===== src/rtl/hdl_pkg.sv =====
// Shared constants and types for the hex dump line loader.
package hdl_pkg;

    localparam int FIELD_LIMIT = 5;
    localparam int FIELD_W = $clog2(FIELD_LIMIT + 1);

    localparam logic [1:0] KIND_REPLY = 2'd0;
    localparam logic [1:0] KIND_STORE = 2'd1;
    localparam logic [1:0] KIND_JUMP  = 2'd2;

    localparam logic [7:0] CH_SPACE   = 8'h20;
    localparam logic [7:0] CH_NEWLINE = 8'h0A;
    localparam logic [7:0] CH_RETURN  = 8'h0D;
    localparam logic [7:0] CH_BANG    = 8'h21;
    localparam logic [7:0] CH_G_UPPER = 8'h47;
    localparam logic [7:0] CH_O_LOWER = 8'h6F;

    localparam logic [63:0] WORD_BYTES = 64'd4;

    typedef enum logic [1:0] {
        GRP_NONE,
        GRP_STORE,
        GRP_GO
    } grp_code_t;

    typedef struct packed {
        grp_code_t   code;
        logic [63:0] addr;
        logic [31:0] word;
    } grp_t;

endpackage


===== src/rtl/hex_dump_line_loader.sv =====
// Top level of the hex dump line loader: input register, parser and result sequencer.
//
//  channel  direction  handshake              payload
//  in       input      in_valid / in_ready    rx_byte
//  out      output     out_valid / out_ready  kind, reply_char, target_address, store_word, last
//
// A character is registered on acceptance and parsed from that input register.
// A character with no result frees its slot at once, so one is taken every cycle.
// The single output sequencer sets the pace otherwise: a store group has two items, a jump five.
// A group's first item is offered after the input register and the sequencer's group register.
// Reset returns the parser to line start with zero address and accumulator; a stalled
// output keeps its item, and one more character waits in the input register meanwhile.
module hex_dump_line_loader (
    input  logic        clk,
    input  logic        rst_n,
    input  logic        in_valid,
    output logic        in_ready,
    input  logic [7:0]  rx_byte,
    output logic        out_valid,
    input  logic        out_ready,
    output logic [1:0]  kind,
    output logic [7:0]  reply_char,
    output logic [63:0] target_address,
    output logic [31:0] store_word,
    output logic        last
);
    import hdl_pkg::*;

    logic       full_reg, full_next;
    logic [7:0] char_reg, char_next;
    logic       consume;
    logic       push;
    logic       can_push;
    grp_t       grp;

    assign consume  = full_reg && (grp.code == GRP_NONE || can_push);
    assign push     = consume && grp.code != GRP_NONE;
    assign in_ready = !full_reg || consume;

    always_comb
    begin
        full_next = full_reg;
        char_next = char_reg;
        if (in_valid && in_ready) begin
            full_next = 1'b1;
            char_next = rx_byte;
        end else if (consume) begin
            full_next = 1'b0;
        end
    end

    always_ff @(posedge clk or negedge rst_n)
    begin
        if (!rst_n) begin
            full_reg <= 1'b0;
        end else begin
            full_reg <= full_next;
        end
    end

    always_ff @(posedge clk)
    begin
        char_reg <= char_next;
    end

    hdl_parser u_parser (
        .clk     (clk),
        .rst_n   (rst_n),
        .fire    (consume),
        .rx_char (char_reg),
        .grp     (grp)
    );

    hdl_emitter u_emitter (
        .clk            (clk),
        .rst_n          (rst_n),
        .push           (push),
        .grp_in         (grp),
        .can_push       (can_push),
        .out_valid      (out_valid),
        .out_ready      (out_ready),
        .kind           (kind),
        .reply_char     (reply_char),
        .target_address (target_address),
        .store_word     (store_word),
        .last           (last)
    );

endmodule


===== src/rtl/hdl_parser.sv =====
// Line parser: parse state and the result group that each character causes.
module hdl_parser (
    input  logic        clk,
    input  logic        rst_n,
    input  logic        fire,
    input  logic [7:0]  rx_char,
    output hdl_pkg::grp_t grp
);
    import hdl_pkg::*;

    typedef enum logic [1:0] {
        MODE_LINE,
        MODE_SKIP,
        MODE_FIRST,
        MODE_DIGITS
    } mode_t;

    mode_t                mode_reg, mode_next;
    logic [FIELD_W-1:0]   field_reg, field_next;
    logic [63:0]          acc_reg, acc_next;
    logic [63:0]          load_reg, load_next;

    logic [4:0]           digit;
    logic [FIELD_W-1:0]   field_inc;
    mode_t                end_mode;

    function automatic logic [4:0] hex_digit(input logic [7:0] c);
        logic [7:0] v;
        v = 8'd0;
        if (c >= 8'h30 && c <= 8'h39) begin
            v = c - 8'h30;
            return {1'b1, v[3:0]};
        end
        if (c >= 8'h61 && c <= 8'h66) begin
            v = c - 8'h61 + 8'd10;
            return {1'b1, v[3:0]};
        end
        if (c >= 8'h41 && c <= 8'h46) begin
            v = c - 8'h41 + 8'd10;
            return {1'b1, v[3:0]};
        end
        return 5'd0;
    endfunction

    assign digit     = hex_digit(rx_char);
    assign field_inc = field_reg + FIELD_W'(1);
    assign end_mode  = (rx_char == CH_NEWLINE) ? MODE_LINE : MODE_SKIP;

    always_comb
    begin
        mode_next  = mode_reg;
        field_next = field_reg;
        acc_next   = acc_reg;
        load_next  = load_reg;
        grp.code   = GRP_NONE;
        grp.addr   = load_reg;
        grp.word   = acc_reg[31:0];
        unique case (mode_reg)
            MODE_LINE:
            begin
                if (rx_char == CH_SPACE) begin
                    field_next = '0;
                    mode_next  = MODE_FIRST;
                end else begin
                    mode_next = end_mode;
                end
            end
            MODE_SKIP:
            begin
                if (rx_char == CH_NEWLINE) begin
                    mode_next = MODE_LINE;
                end
            end
            MODE_FIRST:
            begin
                if (digit[4]) begin
                    acc_next  = {60'd0, digit[3:0]};
                    mode_next = MODE_DIGITS;
                end else begin
                    mode_next = end_mode;
                end
            end
            MODE_DIGITS:
            begin
                if (digit[4]) begin
                    acc_next = {acc_reg[59:0], digit[3:0]};
                end else if (field_reg == '0 && rx_char == CH_G_UPPER) begin
                    load_next = acc_reg;
                    grp.code  = GRP_GO;
                    grp.addr  = acc_reg;
                    mode_next = MODE_LINE;
                end else begin
                    if (field_reg == '0) begin
                        load_next = acc_reg;
                    end else begin
                        grp.code  = GRP_STORE;
                        load_next = load_reg + WORD_BYTES;
                    end
                    if (rx_char == CH_SPACE) begin
                        field_next = field_inc;
                        mode_next  = (field_inc >= FIELD_W'(FIELD_LIMIT)) ? MODE_SKIP
                                                                           : MODE_FIRST;
                    end else begin
                        mode_next = end_mode;
                    end
                end
            end
            default:
            begin
                mode_next = MODE_LINE;
            end
        endcase
    end

    always_ff @(posedge clk or negedge rst_n)
    begin
        if (!rst_n) begin
            mode_reg  <= MODE_LINE;
            field_reg <= '0;
            acc_reg   <= 64'd0;
            load_reg  <= 64'd0;
        end else if (fire) begin
            mode_reg  <= mode_next;
            field_reg <= field_next;
            acc_reg   <= acc_next;
            load_reg  <= load_next;
        end
    end

endmodule


===== src/rtl/hdl_emitter.sv =====
// Result sequencer: holds one result group and sends its items one per cycle while out_ready is high.
module hdl_emitter (
    input  logic          clk,
    input  logic          rst_n,
    input  logic          push,
    input  hdl_pkg::grp_t grp_in,
    output logic          can_push,
    output logic          out_valid,
    input  logic          out_ready,
    output logic [1:0]    kind,
    output logic [7:0]    reply_char,
    output logic [63:0]   target_address,
    output logic [31:0]   store_word,
    output logic          last
);
    import hdl_pkg::*;

    localparam int STEP_W = 3;
    localparam logic [STEP_W-1:0] STORE_LAST = STEP_W'(1);
    localparam logic [STEP_W-1:0] GO_LAST    = STEP_W'(4);

    logic              busy_reg, busy_next;
    logic [STEP_W-1:0] step_reg, step_next;
    grp_t              grp_reg, grp_next;

    always_comb
    begin
        kind           = KIND_REPLY;
        reply_char     = 8'd0;
        target_address = 64'd0;
        store_word     = 32'd0;
        last           = 1'b0;
        if (busy_reg) begin
            unique case (grp_reg.code)
                GRP_STORE:
                begin
                    if (step_reg == '0) begin
                        kind           = KIND_STORE;
                        target_address = grp_reg.addr;
                        store_word     = grp_reg.word;
                    end else begin
                        reply_char = CH_BANG;
                        last       = 1'b1;
                    end
                end
                GRP_GO:
                begin
                    if (step_reg == GO_LAST) begin
                        kind           = KIND_JUMP;
                        target_address = grp_reg.addr;
                        last           = 1'b1;
                    end else begin
                        case (step_reg)
                            STEP_W'(0): reply_char = CH_G_UPPER;
                            STEP_W'(1): reply_char = CH_O_LOWER;
                            STEP_W'(2): reply_char = CH_RETURN;
                            default:    reply_char = CH_NEWLINE;
                        endcase
                    end
                end
                default:
                begin
                    last = 1'b1;
                end
            endcase
        end
    end

    assign out_valid = busy_reg;
    assign can_push  = !busy_reg || (out_ready && last);

    always_comb
    begin
        busy_next = busy_reg;
        step_next = step_reg;
        grp_next  = grp_reg;
        if (push) begin
            busy_next = 1'b1;
            step_next = '0;
            grp_next  = grp_in;
        end else if (busy_reg && out_ready) begin
            if (last) begin
                busy_next = 1'b0;
            end else begin
                step_next = step_reg + STEP_W'(1);
            end
        end
    end

    always_ff @(posedge clk or negedge rst_n)
    begin
        if (!rst_n) begin
            busy_reg <= 1'b0;
            step_reg <= '0;
        end else begin
            busy_reg <= busy_next;
            step_reg <= step_next;
        end
    end

    always_ff @(posedge clk)
    begin
        grp_reg <= grp_next;
    end

    a_store_step: assert property (@(posedge clk) disable iff (!rst_n)
        busy_reg && grp_reg.code == GRP_STORE |-> step_reg <= STORE_LAST)
        else $error("store group step out of range");

    a_no_overwrite: assert property (@(posedge clk) disable iff (!rst_n)
        push |-> !busy_reg || (out_ready && last))
        else $error("result group overwritten before it was sent");

    a_advance: assert property (@(posedge clk) disable iff (!rst_n)
        out_valid && out_ready && !last |=> out_valid && step_reg == $past(step_reg) + 1'b1)
        else $error("sequencer did not advance to the next item");

    a_hold: assert property (@(posedge clk) disable iff (!rst_n)
        out_valid && !out_ready |=> out_valid && $stable(step_reg))
        else $error("sequencer moved while the output was stalled");

endmodule

===== config.mk =====
export PLATFORM = sky130hd
export DESIGN_NAME = hex_dump_line_loader
export DESIGN_NICKNAME = d
export VERILOG_FILES = /design/src/rtl/hdl_pkg.sv /design/src/rtl/hex_dump_line_loader.sv /design/src/rtl/hdl_parser.sv /design/src/rtl/hdl_emitter.sv
export SDC_FILE = /design/constraint.sdc
export NUM_CORES = 1
export LEC_CHECK = 0
export BUFFER_PORTS_ARGS = -buffer_cell sky130_fd_sc_hd__buf_2
export CAP_MARGIN = 20
export CORE_UTILIZATION = 55
export CTS_BUF_LIST = sky130_fd_sc_hd__clkbuf_2 sky130_fd_sc_hd__clkbuf_4 sky130_fd_sc_hd__clkbuf_8
export CTS_CLUSTER_SIZE = 12
export DETAILED_ROUTE_END_ITERATION = 8
export PLACE_DENSITY = 0.78
export SLEW_MARGIN = 20
export SYNTH_ARGS = -nofsm -noshare
export SYNTH_HDL_FRONTEND = slang
export SYNTH_SLANG_ARGS = --single-unit

===== constraint.sdc =====
create_clock -name clk -period 10.5 [get_ports clk]
set_input_delay 2.1 -clock clk [delete_from_list [all_inputs] [get_ports clk]]
set_output_delay 2.1 -clock clk [all_outputs]
set_load 0.01 [all_outputs]

==> reports/qor.txt, run 1 <==
Outcome -> complete, but fails checks
Failing checks -> DRC
Max reg flops -> 98
Synthesized area per cell -> 10.03 um^2
Hold_buf cts -> 0
Slowest cell delay on critical path -> 0.33 ns
Max VDD drop -> 0.08987 mV
Arr. time, crit path -> 3.22 ns
Area delta synth->final -> 12.17%
Seq/Total Area, Yosys -> 53.61%
PD cells -> 164.2 nW/um^2
Asr flop ratio synth -> 56.56%
Fin nets -> 1354
Number of gates resized after CTS -> 0
Reg2reg path depth -> 8
FF-to-FF Start -> char_reg[0]$_DFFE_PP_
Die area -> 23110 um^2
Max-cap violations -> 0
Die width -> 152.0 um
Setup tns final -> 0 ns
# H-tree levels -> 2
Via/cell ratio -> 5.894
Worst path required time -> 8.40 ns
Leak Pwr -> 0.005562 uW
GPL Wtd Cong -> 0.8805
Final ANT Viol Nets -> 0
Number of fill cells -> 1761
Antenna Cells -> 0
Total GRT Usage -> 24.67%
Router iterations before antenna repair -> 8
Worst Path Max Fanout -> 5
YS warnings -> 0
Largest net degree at the start of global routing -> 127
Crit share post-route -> 50.63%
Clk network pwr share -> 36.7%
Port Buffers -> 118
CP endpoint kind -> output pin
RSZ-0062 raised after global routing -> false
Crit start category -> primary input
Clock net sink count -> 244
Top delay family on crit path -> simple AND/OR/NAND/NOR gates
Detailed-route via count -> 9631
Synth Register Bits -> 244
Final wirelength -> 28.18 mm
Number of global-route vias before repair -> 8977
Part of the power in registers -> 52.5%
Crit path max-delay cell type -> o311a_1
CTS tree -> done
Cell row count -> 54
Mapped Area -> 12380 um^2
TritonCTS buffer count -> 39
CTS Root Cell -> clkbuf_8
Prevailing post-synth register cell -> dfrtp_1
Postcts setup bufs -> 0
Share of layout cells above drive strength 1 -> 20.09%
Clk_lat worst skew -> 0.54 ns
Gate power share -> 10.9%
Sw Share -> 26.19%
# setup viols final -> 0
Design area -> 13890 um^2
Min-delay worst type -> register to register
Initial Util -> 56.38%
Hold Crit Depth -> 1
Gate Count Post-Synth -> 1234
Clock Skew -> 0.03331 ns
Total power -> 2280 uW
Slew HR -> 29.42%
Final Hold Fails -> 0
CTS clock-pin slew for the worst setup and hold paths -> 0.06 ns
Core footprint -> 21960 um^2
Maximum clock insertion buffer count -> 3
CP Class -> primary input to output pin
Netlist cell types -> 74
Hold_sp -> u_parser.load_reg[1]$_DFFE_PN0P_
Final Hold Slack -> 0.5101 ns
Internal Power -> 1683 uW
Slew @ Worst Pin -> 1.059 ns
Post-DP HPWL -> 17.77 mm
Final Max Slew Viols -> 0
DRT iter0 DRCs -> 876
Crit path depth -> 7
Fmax -> 0.1881 GHz
First-pass GRT wire length -> 46.33 mm
Die height -> 152.0 um
Sum of buffers and inverters on the critical path -> 3
Wirelength per Cell -> 17.24 um
Crit path from -> out_ready
Switching power -> 597.1 uW
Initial antenna violation count -> 0
CP Cell Sequence -> buf_2, nand2_1, o311a_1, nand2_1, nor2_1, inv_1, buf_2
Dpl cell area -> 13080 um^2
Post-synth EDFFs -> 106
# IOs -> 121
Tmin final -> 5.316 ns
Residual DRC -> 22
Grt total ovfl -> 0
## per-stage QoR
stage / std cells / util [%] / worst slack [ns]
2_1_floorplan: 1235 / - / 0.5011
3_3_place_gp: 1564 / 59.56 / 5.249
3_5_place_dp: 1564 / 59.56 / 5.213
4_1_cts: 1634 / 63.22 / 5.214
5_1_grt: 1634 / 63.24 / 5.095
6_report: 1634 / 63.24 / 5.184
## path summary, 6_finish.rpt
| path | end | slack, ns |
|---|---|---|
| min in group asynchronous | u_parser.load_reg[49]$_DFFE_PN0P_ | 1.55 |
| min | u_parser.load_reg[1]$_DFFE_PN0P_ | 0.51 |
| min reg2reg | u_parser.load_reg[1]$_DFFE_PN0P_ | 0.51 |
| max | in_ready | 5.18 |
| max in group asynchronous | u_parser.acc_reg[1]$_DFFE_PN0P_ | 7.85 |
| max reg2reg | u_emitter.grp_reg[64]$_DFFE_PP_ | 6.78 |
## logic make-up after synthesis
| group | Yosys count | share of synthesized area [%] |
|---|---|---|
| XOR/XNOR | 3 | 0.2123 |
| AO/OA/AOI/OAI | 309 | 14.77 |
| buffers and inverters | 110 | 4.154 |
| adder cells (fa/ha/maj) | 17 | 1.718 |
| AND/OR/NAND/NOR | 492 | 19.74 |
| multiplexers | 58 | 5.771 |
| other | 1 | 0.03029 |
| flip-flops | 244 | 53.61 |
## area by class of cell
cell class,instances,area [um^2],share of cell area [%]
tap,280,350.3,2.523
inverter,26,97.59,0.7028
timing repair buffer,133,709.4,5.109
clock buffer,56,689.4,4.965
multi-input combinational,881,5288,38.08
sequential,244,6636,47.79
clock inverter,14,115.1,0.8290
## layout by cell type, fill, tap and decap left out, drive strengths merged, types with 3 or more instances in the layout
| master | n |
|---|---|
| nand4 | 33 |
| inv | 26 |
| nor4 | 11 |
| nor4b | 3 |
| and3 | 10 |
| mux2 | 56 |
| nor3 | 19 |
| edfxtp | 106 |
| a32oi | 3 |
| nand2 | 204 |
| nand3b | 3 |
| clkbuf | 56 |
| o22ai | 28 |
| or2 | 4 |
| and2 | 97 |
| dfrtp | 138 |
| nand3 | 31 |
| o21bai | 3 |
| o32ai | 3 |
| ha | 17 |
| a41oi | 3 |
| nor2 | 50 |
| buf | 133 |
| nand2b | 6 |
| and4 | 4 |
| a31oi | 6 |
| or3 | 3 |
| clkinv | 11 |
| a21oi | 90 |
| o21ai | 123 |
| nor2b | 5 |
| a22oi | 5 |
| a2bb2oi | 20 |
## power groups by stage
stage | combinational, uW | sequential [uW] | clock, uW
final | 248 | 1200 | 836
after global routing | 276 | 1210 | 889
after CTS | 248 | 1190 | 851
after detailed placement | 244 | 1210 | 0
after global placement | 239 | 1200 | 0
after floorplan | 192 | 1180 | 0
## synthesized netlist by cell type (all sizes together), types with 11 or more instances
cell       n  area [um^2]
o22ai     28        175.2
dfrtp    138         3453
nor4      11        75.07
buf       30        214.0
a2bb2oi   20        175.2
inv       26        97.59
nand3     31        160.1
and2      97        606.8
ha        17        212.7
a21oi     90        457.9
nor3      19        100.1
mux2      56        694.4
nand2    204        768.2
clkbuf    54        202.7
edfxtp   106         3183
nor2      50        190.2
o21ai    123        615.6
nand4     33        206.5
## routing by layer
layer	track usage, %	vias to the layer above	wire, um
met5	0	-	0
met4	8.746	0	552
met3	3.223	43	1479
met2	38.96	342	13200
met1	35.26	4626	12950
li1	-	4620	-
No activity file was read; power rests on OpenSTA's default activity.
==> run 2, diff against run 1 <==
--- a/config.mk
+++ b/config.mk
@@ -5,13 +5,14 @@
 export SDC_FILE = /design/constraint.sdc
 export NUM_CORES = 1
 export LEC_CHECK = 0
+export ABC_AREA = 1
 export BUFFER_PORTS_ARGS = -buffer_cell sky130_fd_sc_hd__buf_2
 export CAP_MARGIN = 20
 export CORE_UTILIZATION = 55
 export CTS_BUF_LIST = sky130_fd_sc_hd__clkbuf_2 sky130_fd_sc_hd__clkbuf_4 sky130_fd_sc_hd__clkbuf_8
 export CTS_CLUSTER_SIZE = 12
 export DETAILED_ROUTE_END_ITERATION = 8
-export PLACE_DENSITY = 0.78
+export PLACE_DENSITY = 0.77
 export SLEW_MARGIN = 20
 export SYNTH_ARGS = -nofsm -noshare
 export SYNTH_HDL_FRONTEND = slang
==> constraint.sdc (replaced) <==
create_clock -name clk -period 5.5 [get_ports clk]
set_input_delay 1.1 -clock clk [delete_from_list [all_inputs] [get_ports clk]]
set_output_delay 1.1 -clock clk [all_outputs]
set_load 0.01 [all_outputs]
==> reports/qor.txt, run 2 <==
Total GRT Usage -> 30.64%
Main combinational cell family by area after synthesis -> simple AND/OR/NAND/NOR gates
Cell row count -> 57
RSZ-0062 raised after global routing -> false
Leak Pwr -> 0.006748 uW
Postcts setup bufs -> 0
Mux cell area share after synthesis -> 0%
Final Max Slew Viols -> 0
Crit start category -> register
Clk_lat worst skew -> 0.55 ns
# IOs -> 121
Crit share post-route -> 74.22%
Yosys top cell area share -> 25.04%
Final Hold Fails -> 0
Synthesized area per cell -> 7.332 um^2
Antenna Cells -> 0
PD cells -> 351.9 nW/um^2
Slowest cell delay on critical path -> 0.71 ns
First-pass GRT wire length -> 61.71 mm
Gate Count Post-Synth -> 1881
Number of gates resized after CTS -> 0
Synthesized-area fraction occupied by adder cells -> 1.542%
Setup tns final -> 0 ns
Initial Util -> 56.38%
Prevailing post-synth register cell -> dfrtp_1
Max reg flops -> 98
Die width -> 160.3 um
XOR/XNOR share of the synthesized area -> 0.5716%
Yosys top cell by area -> dfrtp_1
Synth top cells by count -> nand2_1, nor2_1, inv_1, dfrtp_1, o21ai_0
Mapped Area -> 13790 um^2
Most frequent cells in the layout -> nand2_1, nor2_1, inv_1, dfrtp_1, o21ai_0
Slew @ Worst Pin -> 0.9951 ns
Hold_buf cts -> 0
Post-DP HPWL -> 27.61 mm
Synthesized-area fraction occupied by and/or/nand/nor cells -> 35.34%
Area delta synth->final -> 12.53%
Max-cap violations -> 0
Router iterations before antenna repair -> 5
Crit path max-delay cell type -> clkinv_2
Detailed-route via count -> 12480
Largest net degree at the start of global routing -> 96
CTS clock-pin slew for the worst setup and hold paths -> 0.06 ns
YS warnings -> 0
Die area -> 25710 um^2
CP endpoint kind -> output pin
Maximum clock insertion buffer count -> 3
Grt total ovfl -> 0
CP Class -> register to output pin
Synth Register Bits -> 244
Seq/Total Area, Yosys -> 48.12%
Top-count cell post-synth -> nand2_1
Fmax -> 0.2450 GHz
Max VDD drop -> 0.2793 mV
CTS Root Cell -> clkbuf_8
CP Cell Sequence -> inv_1, ha_1, nand3_1, nand2_1, clkinv_2, nor2_1, buf_2
Final wirelength -> 38.27 mm
Number of global-route vias before repair -> 11510
Slew HR -> 33.51%
# setup viols final -> 0
Commonest non-fill, non-tap cell in the layout -> nand2_1
Netlist cell types -> 33
CTS tree -> done
Asr flop ratio synth -> 56.56%
Initial antenna violation count -> 0
DRT iter0 DRCs -> 834
Compound-cell area share of the yosys netlist -> 6.868%
R2R setup slack -> 1.53 ns
Share of layout cells above drive strength 1 -> 11.47%
Worst Path Max Fanout -> 64
TritonCTS buffer count -> 40
Min-delay worst type -> primary input to asynchronous set/reset pin
Wirelength per Cell -> 16.43 um
GPL Wtd Cong -> 0.9999
Final ANT Viol Nets -> 0
Core footprint -> 24460 um^2
Residual DRC -> 0
Arr. time, crit path -> 2.98 ns
Die height -> 160.3 um
Fin nets -> 2004
Via/cell ratio -> 5.358
Clock Skew -> 0.01753 ns
Tmin final -> 4.082 ns
Final core utilization -> 63.44%
Port Buffers -> 118
Worst path required time -> 4.40 ns
Post-synth EDFFs -> 106
# H-tree levels -> 2
Clock net sink count -> 244
Ranking of synthesized cells by area -> dfrtp_1, edfxtp_1, nand2_1
Outcome -> finished clean
-- run 2: logic make-up (layout without fill, tap and decap cells) --
group,Yosys count,in the layout
AOI/OAI and AO/OA,179,179
and+or+nand+nor,1169,1169
DFF,244,244
other,1,2
buffers and inverters,262,385
adders and majority gates,17,17
xor gates and xnor gates,9,9
-- run 2: critical path, delay by kind of cell (launching register included) --
kind | cells | cell delay (ns)
and+or+nand+nor | 3 | 0.71
adders and majority gates | 1 | 0.28
buffers and inverters | 3 | 1.02
DFF | 1 | 0.41
-- run 2: power breakdown --
part / switching (uW) / internal, uW
combinational: 773 / 351
clock: 743 / 1100
sequential: 300 / 2190
-- run 2: area by class of cell --
| cell class | instances | area [um^2] |
|---|---|---|
| repair buffers | 135 | 724.4 |
| clock inverters | 14 | 188.9 |
| fillers | 2209 | 8944 |
| inverters | 178 | 670.6 |
| multi-input cells | 1376 | 6151 |
| well taps | 324 | 405.4 |
| clock buffers | 58 | 742.0 |
| flip-flops and latches | 244 | 6636 |
-- run 2: layer usage --
metal / vias up / part of all wire (%) / wire length [um] / track usage [%]
met2: 430 / 46 / 17600 / 48.50
li1: 6183 / - / - / -
met3: 68 / 6.6 / 2534 / 4.236
met5: - / 0 / 0 / 0
met4: 0 / 2.8 / 1059 / 10.17
met1: 5798 / 45 / 17070 / 43.62
-- run 2: stage by stage --
step | instance area [um^2] | setup WS, ns | hold WS, ns | power, uW | std cells
after floorplan | 13790 | 1.331 | 0.4537 | 3256 | 1882
after global placement | 14590 | 1.666 | 0.4674 | 3610 | 2257
after detailed placement | 14590 | 1.518 | 0.4809 | 3636 | 2257
after CTS | 15520 | 1.418 | 0.4296 | 5480 | 2329
after global routing | 15520 | 1.151 | 0.4339 | 5768 | 2329
final | 15520 | 1.418 | 0.4429 | 5461 | 2329
-- run 2: worst paths after layout --
kind	to	cells past startpoint	startpoint
max reg2reg	u_emitter.grp_reg[80]$_DFFE_PP_	12	char_reg[0]$_DFFE_PP_
min	u_emitter.step_reg[1]$_DFFE_PN0P_	1	rst_n
max	target_address[58]	7	u_emitter.step_reg[1]$_DFFE_PN0P_
min reg2reg	u_parser.acc_reg[62]$_DFFE_PN0P_	2	u_parser.acc_reg[62]$_DFFE_PN0P_
min in group clk	u_parser.acc_reg[62]$_DFFE_PN0P_	2	u_parser.acc_reg[62]$_DFFE_PN0P_
max in group asynchronous	u_parser.acc_reg[52]$_DFFE_PN0P_	2	rst_n
